File: src/sv/wcl_pkg.sv
package wcl_pkg;

    // Qualifier modes: the two settled levels and the two pending changes.
    typedef enum logic [1:0] {
        MODE_LOW      = 2'd0,
        MODE_HIGH     = 2'd1,
        MODE_LAG_LOW  = 2'd2,
        MODE_LAG_HIGH = 2'd3
    } t_mode;

    typedef enum logic [3:0] {
        S_IDLE,
        S_DIFF,
        S_MUL_D,
        S_MUL_W,
        S_MUL_L,
        S_MUL_R,
        S_MUL_Q,
        S_MUL_LO,
        S_MUL_HI,
        S_LAG,
        S_QUAL
    } t_state;

    typedef enum logic [2:0] {
        CFG_A_OFFSET    = 3'd0,
        CFG_B_OFFSET    = 3'd1,
        CFG_WINDOW_BASE = 3'd2,
        CFG_LAG_KNOB    = 3'd3,
        CFG_BIPOLAR     = 3'd4,
        CFG_SAMPLE_RATE = 3'd5
    } t_cfg_idx;

    localparam int CFG_IDX_W  = 3;
    localparam int CFG_DATA_W = 18;

    // Shared multiplier operand and product widths.
    localparam int MUL_W  = 31;
    localparam int PROD_W = 62;

    // floor(x / 10000) == (x * RECIP_10K) >> RECIP_SHIFT for every x below 2^31.
    localparam logic [MUL_W-1:0] RECIP_10K = 31'd1759218605;
    localparam int RECIP_SHIFT = 44;

    // Width of the lag sample count before it is saturated to the counter width.
    localparam int LAG_N_W = 20;

    localparam logic [13:0]        SCALE_FULL = 14'd10000;
    localparam logic signed [15:0] SAT_MV     = 16'sd12000;

    localparam logic signed [14:0] LEVEL_HI_UNI = 15'sd10000;
    localparam logic signed [14:0] LEVEL_LO_UNI = 15'sd0;
    localparam logic signed [14:0] LEVEL_HI_BI  = 15'sd5000;
    localparam logic signed [14:0] LEVEL_LO_BI  = -15'sd5000;

    localparam logic [14:0] RST_WINDOW_BASE = 15'd5000;
    localparam logic [16:0] RST_LAG_KNOB    = 17'd6554;
    localparam logic [17:0] RST_SAMPLE_RATE = 18'd44100;

endpackage

File: src/sv/wcl_in_if.sv
interface wcl_in_if;
    logic               valid;
    logic               ready;
    logic signed [14:0] a_cv_mv;
    logic               a_cv_present;
    logic signed [14:0] b_cv_mv;
    logic               b_cv_present;
    logic signed [14:0] window_cv_mv;
    logic               window_cv_present;
    logic signed [14:0] lag_cv_mv;
    logic               lag_cv_present;

    modport source (
        output valid, a_cv_mv, a_cv_present, b_cv_mv, b_cv_present,
               window_cv_mv, window_cv_present, lag_cv_mv, lag_cv_present,
        input  ready
    );

    modport sink (
        input  valid, a_cv_mv, a_cv_present, b_cv_mv, b_cv_present,
               window_cv_mv, window_cv_present, lag_cv_mv, lag_cv_present,
        output ready
    );
endinterface

File: src/sv/wcl_out_if.sv
interface wcl_out_if;
    logic               valid;
    logic               ready;
    logic signed [14:0] greater_level_mv;
    logic signed [14:0] less_level_mv;
    logic signed [14:0] equal_level_mv;
    logic signed [14:0] not_equal_level_mv;

    modport source (
        output valid, greater_level_mv, less_level_mv, equal_level_mv,
               not_equal_level_mv,
        input  ready
    );

    modport sink (
        input  valid, greater_level_mv, less_level_mv, equal_level_mv,
               not_equal_level_mv,
        output ready
    );
endinterface

File: src/sv/wcl_qualify.sv
module wcl_qualify #(
    parameter int COUNT_BITS = 18
) (
    input  wcl_pkg::t_mode         i_mode,
    input  logic [COUNT_BITS-1:0]  i_cnt,
    input  logic                   i_hi,
    input  logic [COUNT_BITS-1:0]  i_lag,
    output wcl_pkg::t_mode         o_mode,
    output logic [COUNT_BITS-1:0]  o_cnt
);

    logic [COUNT_BITS-1:0] w_dec;
    logic                  w_no_lag;

    // The countdown wraps when it is decremented from zero.
    assign w_dec    = i_cnt - COUNT_BITS'(1);
    assign w_no_lag = (i_lag == '0);

    always_comb begin
        o_mode = i_mode;
        o_cnt  = i_cnt;
        unique case (i_mode)
            wcl_pkg::MODE_LOW: begin
                if (i_hi) begin
                    if (w_no_lag) begin
                        o_mode = wcl_pkg::MODE_HIGH;
                    end else begin
                        o_mode = wcl_pkg::MODE_LAG_HIGH;
                        o_cnt  = i_lag;
                    end
                end
            end
            wcl_pkg::MODE_HIGH: begin
                if (!i_hi) begin
                    if (w_no_lag) begin
                        o_mode = wcl_pkg::MODE_LOW;
                    end else begin
                        o_mode = wcl_pkg::MODE_LAG_LOW;
                        o_cnt  = i_lag;
                    end
                end
            end
            wcl_pkg::MODE_LAG_LOW: begin
                if (!i_hi) begin
                    o_cnt = w_dec;
                    if (w_dec == '0) o_mode = wcl_pkg::MODE_LOW;
                end else begin
                    o_mode = wcl_pkg::MODE_HIGH;
                end
            end
            wcl_pkg::MODE_LAG_HIGH: begin
                if (i_hi) begin
                    o_cnt = w_dec;
                    if (w_dec == '0) o_mode = wcl_pkg::MODE_HIGH;
                end else begin
                    o_mode = wcl_pkg::MODE_LOW;
                end
            end
            default: begin
                o_mode = i_mode;
            end
        endcase
    end

endmodule

File: src/sv/window_comparator_with_lag.sv
// Channel   Dir  Handshake              Payload
// i_in      in   i_in.valid/ready       A, B, window and lag CV samples with present flags
// o_out     out  o_out.valid/ready      greater, less, equal, not-equal levels in mV
// i_cfg_*   in   i_cfg_we               register index and data, no read-back
//
// Each request runs the sequencer: one 31x31 multiplier is reused over seven steps
// (window product, window bound, lag scaling, divide by 10000, lag squared and
// two partial products with the sample rate), then the qualifiers update.
// Reset is synchronous and active low; it restores register defaults and LOW modes.
// The result sits in an output register; a new request is taken while it waits.
// If the output is still full at the final step, the sequencer holds there.
module window_comparator_with_lag #(
    parameter int COUNT_BITS = 18
) (
    input  logic                                i_clk,
    input  logic                                i_rst_n,
    input  logic                                i_cfg_we,
    input  logic [wcl_pkg::CFG_IDX_W-1:0]       i_cfg_idx,
    input  logic [wcl_pkg::CFG_DATA_W-1:0]      i_cfg_data,
    wcl_in_if.sink                              i_in,
    wcl_out_if.source                           o_out
);

    // Configuration registers.
    logic signed [14:0] r_a_off;
    logic signed [14:0] r_b_off;
    logic [13:0]        r_win_base;
    logic [16:0]        r_lag_knob;
    logic               r_bipolar;
    logic [17:0]        r_fs;

    // Sequencer and datapath registers.
    wcl_pkg::t_state            r_state;
    wcl_pkg::t_state            n_state;
    logic signed [15:0]         r_a;
    logic signed [15:0]         r_b;
    logic [13:0]                r_wc;
    logic [13:0]                r_lc;
    logic                       r_win_present;
    logic                       r_lag_present;
    logic [15:0]                r_d;
    logic                       r_ge;
    logic [28:0]                r_lhs;
    logic                       r_win;
    logic [16:0]                r_hi;
    logic [34:0]                r_acc;
    logic [wcl_pkg::LAG_N_W-1:0] r_n;
    logic [wcl_pkg::PROD_W-1:0] r_prod;

    wcl_pkg::t_mode             r_thr_mode;
    logic [COUNT_BITS-1:0]      r_thr_cnt;
    wcl_pkg::t_mode             r_win_mode;
    logic [COUNT_BITS-1:0]      r_win_cnt;

    logic                       r_out_valid;
    logic signed [14:0]         r_greater;
    logic signed [14:0]         r_less;
    logic signed [14:0]         r_equal;
    logic signed [14:0]         r_not_equal;

    // Combinational signals.
    logic                       w_accept;
    logic                       w_load;
    logic [wcl_pkg::MUL_W-1:0]  w_mul_a;
    logic [wcl_pkg::MUL_W-1:0]  w_mul_b;
    logic signed [15:0]         w_a_sum;
    logic signed [15:0]         w_b_sum;
    logic signed [16:0]         w_diff;
    logic signed [16:0]         w_diff_abs;
    logic [16:0]                w_lq;
    logic [51:0]                w_lag_sum;
    logic [COUNT_BITS-1:0]      w_lag;
    wcl_pkg::t_mode             w_thr_mode;
    logic [COUNT_BITS-1:0]      w_thr_cnt;
    wcl_pkg::t_mode             w_win_mode;
    logic [COUNT_BITS-1:0]      w_win_cnt;
    logic signed [14:0]         w_hv;
    logic signed [14:0]         w_lv;
    logic                       w_thr_high;
    logic                       w_win_high;

    function automatic logic signed [15:0] sat_mv(input logic signed [15:0] v);
        logic signed [15:0] res;
        if (v > wcl_pkg::SAT_MV) begin
            res = wcl_pkg::SAT_MV;
        end else if (v < -wcl_pkg::SAT_MV) begin
            res = -wcl_pkg::SAT_MV;
        end else begin
            res = v;
        end
        return res;
    endfunction

    function automatic logic [13:0] clamp_scale(input logic signed [14:0] v);
        logic [13:0] res;
        if (v[14]) begin
            res = '0;
        end else if (v[13:0] > wcl_pkg::SCALE_FULL) begin
            res = wcl_pkg::SCALE_FULL;
        end else begin
            res = v[13:0];
        end
        return res;
    endfunction

    assign w_accept = i_in.valid && i_in.ready;
    assign w_load   = (r_state == wcl_pkg::S_QUAL) && (!r_out_valid || o_out.ready);

    assign w_a_sum    = {r_a_off[14], r_a_off} + {i_in.a_cv_mv[14], i_in.a_cv_mv};
    assign w_b_sum    = {r_b_off[14], r_b_off} + {i_in.b_cv_mv[14], i_in.b_cv_mv};
    assign w_diff     = {r_a[15], r_a} - {r_b[15], r_b};
    assign w_diff_abs = w_diff[16] ? -w_diff : w_diff;

    // Scaled lag in Q1.16: the quotient by 10000 comes out of the reciprocal product.
    assign w_lq = r_lag_present ? r_prod[wcl_pkg::RECIP_SHIFT+16:wcl_pkg::RECIP_SHIFT]
                                : r_lag_knob;

    assign w_lag_sum = {r_prod[34:0], 17'd0} + {17'd0, r_acc};

    generate
        if (COUNT_BITS >= wcl_pkg::LAG_N_W) begin : g_lag_wide
            assign w_lag = COUNT_BITS'(r_n);
        end else begin : g_lag_sat
            assign w_lag = (|r_n[wcl_pkg::LAG_N_W-1:COUNT_BITS]) ? '1
                                                                  : r_n[COUNT_BITS-1:0];
        end
    endgenerate

    // Next state.
    always_comb begin
        n_state = r_state;
        unique case (r_state)
            wcl_pkg::S_IDLE:   if (w_accept) n_state = wcl_pkg::S_DIFF;
            wcl_pkg::S_DIFF:   n_state = wcl_pkg::S_MUL_D;
            wcl_pkg::S_MUL_D:  n_state = wcl_pkg::S_MUL_W;
            wcl_pkg::S_MUL_W:  n_state = wcl_pkg::S_MUL_L;
            wcl_pkg::S_MUL_L:  n_state = wcl_pkg::S_MUL_R;
            wcl_pkg::S_MUL_R:  n_state = wcl_pkg::S_MUL_Q;
            wcl_pkg::S_MUL_Q:  n_state = wcl_pkg::S_MUL_LO;
            wcl_pkg::S_MUL_LO: n_state = wcl_pkg::S_MUL_HI;
            wcl_pkg::S_MUL_HI: n_state = wcl_pkg::S_LAG;
            wcl_pkg::S_LAG:    n_state = wcl_pkg::S_QUAL;
            wcl_pkg::S_QUAL:   if (w_load) n_state = wcl_pkg::S_IDLE;
            default:           n_state = wcl_pkg::S_IDLE;
        endcase
    end

    // Sequencer outputs: handshake and multiplier operand select.
    always_comb begin
        i_in.ready = (r_state == wcl_pkg::S_IDLE);
        w_mul_a    = '0;
        w_mul_b    = '0;
        unique case (r_state)
            wcl_pkg::S_MUL_D: begin
                w_mul_a = wcl_pkg::MUL_W'(r_d);
                w_mul_b = wcl_pkg::MUL_W'(wcl_pkg::SCALE_FULL);
            end
            wcl_pkg::S_MUL_W: begin
                w_mul_a = wcl_pkg::MUL_W'(r_win_base);
                w_mul_b = wcl_pkg::MUL_W'(r_wc);
            end
            wcl_pkg::S_MUL_L: begin
                w_mul_a = wcl_pkg::MUL_W'(r_lag_knob);
                w_mul_b = wcl_pkg::MUL_W'(r_lc);
            end
            wcl_pkg::S_MUL_R: begin
                w_mul_a = r_prod[wcl_pkg::MUL_W-1:0];
                w_mul_b = wcl_pkg::RECIP_10K;
            end
            wcl_pkg::S_MUL_Q: begin
                w_mul_a = wcl_pkg::MUL_W'(w_lq);
                w_mul_b = wcl_pkg::MUL_W'(w_lq);
            end
            wcl_pkg::S_MUL_LO: begin
                w_mul_a = wcl_pkg::MUL_W'(r_prod[16:0]);
                w_mul_b = wcl_pkg::MUL_W'(r_fs);
            end
            wcl_pkg::S_MUL_HI: begin
                w_mul_a = wcl_pkg::MUL_W'(r_hi);
                w_mul_b = wcl_pkg::MUL_W'(r_fs);
            end
            default: begin
                w_mul_a = '0;
                w_mul_b = '0;
            end
        endcase
    end

    wcl_qualify #(.COUNT_BITS(COUNT_BITS)) u_thr_qual (
        .i_mode (r_thr_mode),
        .i_cnt  (r_thr_cnt),
        .i_hi   (r_ge),
        .i_lag  (w_lag),
        .o_mode (w_thr_mode),
        .o_cnt  (w_thr_cnt)
    );

    wcl_qualify #(.COUNT_BITS(COUNT_BITS)) u_win_qual (
        .i_mode (r_win_mode),
        .i_cnt  (r_win_cnt),
        .i_hi   (r_win),
        .i_lag  (w_lag),
        .o_mode (w_win_mode),
        .o_cnt  (w_win_cnt)
    );

    assign w_hv       = r_bipolar ? wcl_pkg::LEVEL_HI_BI : wcl_pkg::LEVEL_HI_UNI;
    assign w_lv       = r_bipolar ? wcl_pkg::LEVEL_LO_BI : wcl_pkg::LEVEL_LO_UNI;
    assign w_thr_high = (w_thr_mode == wcl_pkg::MODE_HIGH) ||
                        (w_thr_mode == wcl_pkg::MODE_LAG_LOW);
    assign w_win_high = (w_win_mode == wcl_pkg::MODE_HIGH) ||
                        (w_win_mode == wcl_pkg::MODE_LAG_LOW);

    // Control state and configuration.
    always_ff @(posedge i_clk) begin
        if (!i_rst_n) begin
            r_state     <= wcl_pkg::S_IDLE;
            r_out_valid <= 1'b0;
            r_thr_mode  <= wcl_pkg::MODE_LOW;
            r_thr_cnt   <= '0;
            r_win_mode  <= wcl_pkg::MODE_LOW;
            r_win_cnt   <= '0;
            r_a_off     <= '0;
            r_b_off     <= '0;
            r_win_base  <= wcl_pkg::RST_WINDOW_BASE[13:0];
            r_lag_knob  <= wcl_pkg::RST_LAG_KNOB;
            r_bipolar   <= 1'b0;
            r_fs        <= wcl_pkg::RST_SAMPLE_RATE;
        end else begin
            r_state <= n_state;
            if (w_load) begin
                r_out_valid <= 1'b1;
                r_thr_mode  <= w_thr_mode;
                r_thr_cnt   <= w_thr_cnt;
                r_win_mode  <= w_win_mode;
                r_win_cnt   <= w_win_cnt;
            end else if (o_out.ready) begin
                r_out_valid <= 1'b0;
            end
            if (i_cfg_we) begin
                unique case (i_cfg_idx)
                    wcl_pkg::CFG_A_OFFSET:    r_a_off    <= i_cfg_data[14:0];
                    wcl_pkg::CFG_B_OFFSET:    r_b_off    <= i_cfg_data[14:0];
                    wcl_pkg::CFG_WINDOW_BASE: r_win_base <= i_cfg_data[13:0];
                    wcl_pkg::CFG_LAG_KNOB:    r_lag_knob <= i_cfg_data[16:0];
                    wcl_pkg::CFG_BIPOLAR:     r_bipolar  <= i_cfg_data[0];
                    wcl_pkg::CFG_SAMPLE_RATE: r_fs       <= i_cfg_data[17:0];
                    default: begin
                    end
                endcase
            end
        end
    end

    // Datapath. The product register follows the shared multiplier every cycle.
    always_ff @(posedge i_clk) begin
        r_prod <= wcl_pkg::PROD_W'(w_mul_a) * wcl_pkg::PROD_W'(w_mul_b);
        unique case (r_state)
            wcl_pkg::S_IDLE: begin
                if (w_accept) begin
                    // Without its CV an input is the offset alone, with no saturation.
                    r_a <= i_in.a_cv_present ? sat_mv(w_a_sum) : {r_a_off[14], r_a_off};
                    r_b <= i_in.b_cv_present ? sat_mv(w_b_sum) : {r_b_off[14], r_b_off};
                    r_wc          <= clamp_scale(i_in.window_cv_mv);
                    r_lc          <= clamp_scale(i_in.lag_cv_mv);
                    r_win_present <= i_in.window_cv_present;
                    r_lag_present <= i_in.lag_cv_present;
                end
            end
            wcl_pkg::S_DIFF: begin
                r_ge <= !w_diff[16];
                r_d  <= w_diff_abs[15:0];
            end
            wcl_pkg::S_MUL_W: begin
                r_lhs <= r_prod[28:0];
            end
            wcl_pkg::S_MUL_L: begin
                if (r_win_present) begin
                    r_win <= (r_lhs <= {1'b0, r_prod[27:0]});
                end else begin
                    r_win <= (r_d <= {2'b00, r_win_base});
                end
            end
            wcl_pkg::S_MUL_LO: begin
                r_hi <= r_prod[33:17];
            end
            wcl_pkg::S_MUL_HI: begin
                r_acc <= r_prod[34:0];
            end
            wcl_pkg::S_LAG: begin
                r_n <= w_lag_sum[51:32];
            end
            wcl_pkg::S_QUAL: begin
                if (w_load) begin
                    r_greater   <= w_thr_high ? w_hv : w_lv;
                    r_less      <= w_thr_high ? w_lv : w_hv;
                    r_equal     <= w_win_high ? w_hv : w_lv;
                    r_not_equal <= w_win_high ? w_lv : w_hv;
                end
            end
            default: begin
            end
        endcase
    end

    assign o_out.valid              = r_out_valid;
    assign o_out.greater_level_mv   = r_greater;
    assign o_out.less_level_mv      = r_less;
    assign o_out.equal_level_mv     = r_equal;
    assign o_out.not_equal_level_mv = r_not_equal;

endmodule
File: src/flat_wrapper.sv
// flat-port wrapper written by rule: the top's interface ports become plain ports
module window_comparator_with_lag_flat 
#(
    parameter int COUNT_BITS = 18
)
  (i_clk, i_rst_n, i_cfg_we, i_cfg_idx, i_cfg_data, i_in_valid, i_in_a_cv_mv, i_in_a_cv_present, i_in_b_cv_mv, i_in_b_cv_present, i_in_window_cv_mv, i_in_window_cv_present, i_in_lag_cv_mv, i_in_lag_cv_present, i_in_ready, o_out_valid, o_out_greater_level_mv, o_out_less_level_mv, o_out_equal_level_mv, o_out_not_equal_level_mv, o_out_ready);
  wcl_in_if i_in_i ();
  wcl_out_if o_out_i ();
  input  logic i_clk;
  input  logic i_rst_n;
  input  logic i_cfg_we;
  input  logic [wcl_pkg::CFG_IDX_W-1:0] i_cfg_idx;
  input  logic [wcl_pkg::CFG_DATA_W-1:0] i_cfg_data;
  input wire logic [$bits(i_in_i.valid)-1:0] i_in_valid;
  input wire logic [$bits(i_in_i.a_cv_mv)-1:0] i_in_a_cv_mv;
  input wire logic [$bits(i_in_i.a_cv_present)-1:0] i_in_a_cv_present;
  input wire logic [$bits(i_in_i.b_cv_mv)-1:0] i_in_b_cv_mv;
  input wire logic [$bits(i_in_i.b_cv_present)-1:0] i_in_b_cv_present;
  input wire logic [$bits(i_in_i.window_cv_mv)-1:0] i_in_window_cv_mv;
  input wire logic [$bits(i_in_i.window_cv_present)-1:0] i_in_window_cv_present;
  input wire logic [$bits(i_in_i.lag_cv_mv)-1:0] i_in_lag_cv_mv;
  input wire logic [$bits(i_in_i.lag_cv_present)-1:0] i_in_lag_cv_present;
  output wire logic [$bits(i_in_i.ready)-1:0] i_in_ready;
  output wire logic [$bits(o_out_i.valid)-1:0] o_out_valid;
  output wire logic [$bits(o_out_i.greater_level_mv)-1:0] o_out_greater_level_mv;
  output wire logic [$bits(o_out_i.less_level_mv)-1:0] o_out_less_level_mv;
  output wire logic [$bits(o_out_i.equal_level_mv)-1:0] o_out_equal_level_mv;
  output wire logic [$bits(o_out_i.not_equal_level_mv)-1:0] o_out_not_equal_level_mv;
  input wire logic [$bits(o_out_i.ready)-1:0] o_out_ready;
  assign i_in_i.valid = i_in_valid;
  assign i_in_i.a_cv_mv = i_in_a_cv_mv;
  assign i_in_i.a_cv_present = i_in_a_cv_present;
  assign i_in_i.b_cv_mv = i_in_b_cv_mv;
  assign i_in_i.b_cv_present = i_in_b_cv_present;
  assign i_in_i.window_cv_mv = i_in_window_cv_mv;
  assign i_in_i.window_cv_present = i_in_window_cv_present;
  assign i_in_i.lag_cv_mv = i_in_lag_cv_mv;
  assign i_in_i.lag_cv_present = i_in_lag_cv_present;
  assign i_in_ready = i_in_i.ready;
  assign o_out_valid = o_out_i.valid;
  assign o_out_greater_level_mv = o_out_i.greater_level_mv;
  assign o_out_less_level_mv = o_out_i.less_level_mv;
  assign o_out_equal_level_mv = o_out_i.equal_level_mv;
  assign o_out_not_equal_level_mv = o_out_i.not_equal_level_mv;
  assign o_out_i.ready = o_out_ready;
  window_comparator_with_lag #(.COUNT_BITS(COUNT_BITS)) u_core (.i_clk(i_clk), .i_rst_n(i_rst_n), .i_cfg_we(i_cfg_we), .i_cfg_idx(i_cfg_idx), .i_cfg_data(i_cfg_data), .i_in(i_in_i), .o_out(o_out_i));
endmodule
File: config.mk
export PLATFORM = sky130hd
export DESIGN_NAME = window_comparator_with_lag_flat
export DESIGN_NICKNAME = d
export VERILOG_FILES = /design/src/sv/wcl_pkg.sv /design/src/sv/wcl_in_if.sv /design/src/sv/wcl_out_if.sv /design/src/sv/wcl_qualify.sv /design/src/sv/window_comparator_with_lag.sv /design/src/flat_wrapper.sv
export SDC_FILE = /design/constraint.sdc
export NUM_CORES = 2
export LEC_CHECK = 0
export BUFFER_PORTS_ARGS = -buffer_cell sky130_fd_sc_hd__buf_2
export CORE_UTILIZATION = 35
export DETAILED_ROUTE_END_ITERATION = 7
export PLACE_DENSITY_LB_ADDON = 0.05
export SYNTH_ARGS = -nofsm -noshare
export SYNTH_HDL_FRONTEND = slang
export SYNTH_HIERARCHICAL = 1
export SYNTH_SLANG_ARGS = --single-unit
File: constraint.sdc
create_clock -name i_clk -period 22.5 [get_ports i_clk]
set_input_delay 2.25 -clock i_clk [delete_from_list [all_inputs] [get_ports i_clk]]
set_output_delay 2.25 -clock i_clk [all_outputs]
set_load 0.02 [all_outputs]
==> flow_summary_export.csv <==
group,metric,value,unit
critical_path,r2r_start,"u_core/r_state[3]$_SDFFE_PN0P_",
cells_and_area,stdcell_count,6732,
cells_and_area,nets,6221,
global_route,grt_first_pass_wirelength,230,mm
clock_network,clk_latency,0.62,ns
pwr,p_per_area,65.8,nW/um2
global_route,grt_max_degree,73,
global_route,antenna_found_initial,9,
critical_path,r2r_cells,30,
routing,first_iter_violations,2092,
critical_path,timing.rr.end,"u_core/r_prod[50]$_DFF_P_",
critical_path,cp.required,23.01,ns
synth,postSynthAreaPerCell,9.23,um2
global_route,grt_pass1_vias,34883,
critical_path,endpoint_kind,"register",
clock_network,ctsHtreeMaxLevel,2,
clock_network,cts_tree,"built",
routing,wl_met3,5.84,mm
routing,first_pass_iters,5,
place,dp_cells,6651,
synth,ys_seq_elements,358,
floorplan,core_region_area,128000,um2
timing,max_slew_margin,0.115,
clock_network,cts-root-buf,"clkbuf_16",
critical_path,worstPathMaxFanout,21,
routing,wl_per_cell,22.7,um
timing,setup_tns,0,ns
synth,synthArstFlopShare,0,
synth,synth_cell_types,108,
clock_network,cts-resized-gates,0,
routing,vias,33918,
timing,fin_crit_sh,0.441,
routing,drt-met1-wl,72.4,mm
cells_and_area,nFillCells,13226,
cells_and_area,drive_above_1_share,0.0769,
routing,routed.top_layer,"met4",
place,place.gp.congestion,0.890,
worst_hold_path,hold_path_depth,2,
pwr,vdd_drop_max,0.0000683,V
worst_hold_path,min_from,"u_core/r_fs[7]$_SDFFE_PN0P_",
cells_and_area,syn_to_final_growth,9.75,%
synth,ys.flop_type,"edfxtp_1",
place,port_buffers,139,
routing,via_per_inst,5.04,
global_route,grt-ovfl-total,0,
place,dp_hpwl,124,mm
worst_hold_path,hold_path_end,"u_core/r_fs[7]$_SDFFE_PN0P_",
clock_network,clock-sinks,358,
worst_hold_path,hold_class,"reg -> reg",
synth,yosysSeqAreaShare,0.199,
global_route,grt_use_total,0.237,
synth,synthesis.area,45200,um2
timing,skew,0.0580,ns
critical_path,startpoint,"u_core/r_state[3]$_SDFFE_PN0P_",
timing,grt_setup_unrepaired,"false",
critical_path,worst-setup-path-type,"reg -> reg",
floorplan,start_util,0.353,
floorplan,die_area,130000,um2
clock_network,cts_buffers,43,
synth,synth_edf_count,181,
timing,setup_viol_count_final,0,
critical_path,crit_path_frequent_cell,"fa_1",
clock_network,cts_setup_buffers,0,
critical_path,r2r_slack,12.58,ns
critical_path,cpMaxStageDelayCell,"o311ai_0",
critical_path,cp-start-kind,"register",
routing,wirelength,153,mm
pwr,power.leakage,23.1,nW
run_status,status,"finished clean",
timing,worstMarginPinSlew,1.32,ns
synth,synth_warnings,6,
synth,synthCells,4895,
timing,fmax,101,MHz
floorplan,die_h,361,um
job,timing.max_cap.violations,0,
routing,drc,0,
routing,routed-wl-met2,71.4,mm
critical_path,crit_arrival,10.43,ns
routing,postRouteAntennaNets,0,
floorplan,io_pins,152,
floorplan,die_width,361,um
timing,finalHoldViolations,0,
clock_network,cts_hold_buf,0,
clock_network,clk_path_buf_depth,3,
timing,finalCriticalPeriod,9.92,ns
critical_path,critical_path.max_stage_delay,1.07,ns
timing,drv_slew,0,
floorplan,rows,131,
clock_network,clkSlewWorstSetupHoldPaths,0.06,ns
## sequential cells by signal, summed over array words and instances (netlist names), 4 cells and up
name	count
u_core/r_prod	52
u_core/r_lhs	29
u_core/r_n	20
u_core/r_acc	18
u_core/r_fs	18
u_core/r_thr_cnt	18
u_core/r_win_cnt	18
u_core/r_hi	17
u_core/r_lag_knob	17
u_core/r_a	16
u_core/r_b	16
u_core/r_d	16
u_core/r_a_off	15
u_core/r_b_off	15
u_core/r_lc	14
u_core/r_wc	14
u_core/r_win_base	14
u_core/o_out.greater_level_mv	6
u_core/o_out.equal_level_mv	5
u_core/r_state	4
## critical path, delay by kind of cell (launching register included)
kind	cells	cell delay, ns
adders and majority gates	9	4.45
AOI/OAI and AO/OA	8	2.47
and+or+nand+nor	6	1.37
buffers and inverters	6	0.76
DFF	1	0.57
xor gates and xnor gates	1	0.18
## power by group
part,switching [mW],leakage (nW),internal (mW)
registers,0.104,3.11,0.773
clock network,0.317,0.759,0.453
logic,1.04,19.3,0.580
total,1.46,23.1,1.81
## metal layers
layer / GRT usage / vias up
met5: 0 / -
met4: 0.0508 / 0
met3: 0.0196 / 133
met2: 0.390 / 722
met1: 0.339 / 17102
li1: - / 15961
## synth_stat cells (all sizes together) (44+ instances only)
library cell / n / share of area
inv: 971 / 0.081
fa: 653 / 0.29
nand2: 548 / 0.046
ha: 444 / 0.12
nor2: 359 / 0.030
a21oi: 258 / 0.029
edfxtp: 181 / 0.12
dfxtp: 177 / 0.078
clkbuf: 152 / 0.013
o21ai: 107 / 0.012
xnor2: 99 / 0.019
buf: 76 / 0.011
a21o: 71 / 0.012
nand3: 62 / 0.0069
xor2: 48 / 0.0095
nor3: 45 / 0.0058
and2: 44 / 0.0061
## worst max path at each step
| stage | to |
|---|---|
| floorplan | u_core/r_prod[56]$_DFF_P_ |
| global placement | u_core/r_prod[50]$_DFF_P_ |
| detailed placement | u_core/r_prod[50]$_DFF_P_ |
| CTS | u_core/r_prod[50]$_DFF_P_ |
| global route | u_core/r_prod[50]$_DFF_P_ |
| finish | u_core/r_prod[50]$_DFF_P_ |
## layout make-up
type / count / area [um2] / share of cell area
clock inverter: 19 / 213 / 0.00429
tap: 1662 / 2080 / 0.0420
inverter: 978 / 3670 / 0.0741
clock buffer: 61 / 1360 / 0.0275
timing repair buffer: 214 / 1260 / 0.0254
sequential: 358 / 8980 / 0.181
antenna: 1 / 2.50 / 0.0000505
multi-input combinational: 3439 / 32000 / 0.645
## placed cells by master (no fill, tap or decap), types with 44 or more instances in the layout
| master | n |
|---|---|
| a21o_1 | 71 |
| inv_1 | 968 |
| xnor2_1 | 99 |
| and2_1 | 44 |
| a21oi_1 | 248 |
| dfxtp_1 | 175 |
| nand2_1 | 546 |
| fa_1 | 653 |
| conb_1 | 110 |
| nor2_1 | 356 |
| o21ai_0 | 100 |
| buf_4 | 75 |
| edfxtp_1 | 181 |
| xor2_1 | 47 |
| nand3_1 | 62 |
| clkbuf_16 | 51 |
| buf_2 | 139 |
| ha_1 | 444 |
## logic make-up after synthesis
logic type	Yosys count	synth area share
buffers and inverters	1206	0.106
and+or+nand+nor	1292	0.131
DFF	358	0.199
muxes	37	0.00842
adders and majority gates	1098	0.413
xor gates and xnor gates	147	0.0287
AOI/OAI and AO/OA	755	0.114
other	2	0.000166
## stage by stage
step	instance area, um2	util	hold slack, ns	worst slack (ns)	total power, mW
after floorplan	45600	-	0.424	13.57	1.86
after global placement	48000	0.375	0.455	12.80	2.51
after detailed placement	48000	0.375	0.458	12.67	2.51
after CTS	49600	0.388	0.467	12.57	3.30
after global routing	49600	0.388	0.492	12.10	3.48
final	49600	0.388	0.470	12.58	3.26
No activity file was read; power rests on OpenSTA's default activity.
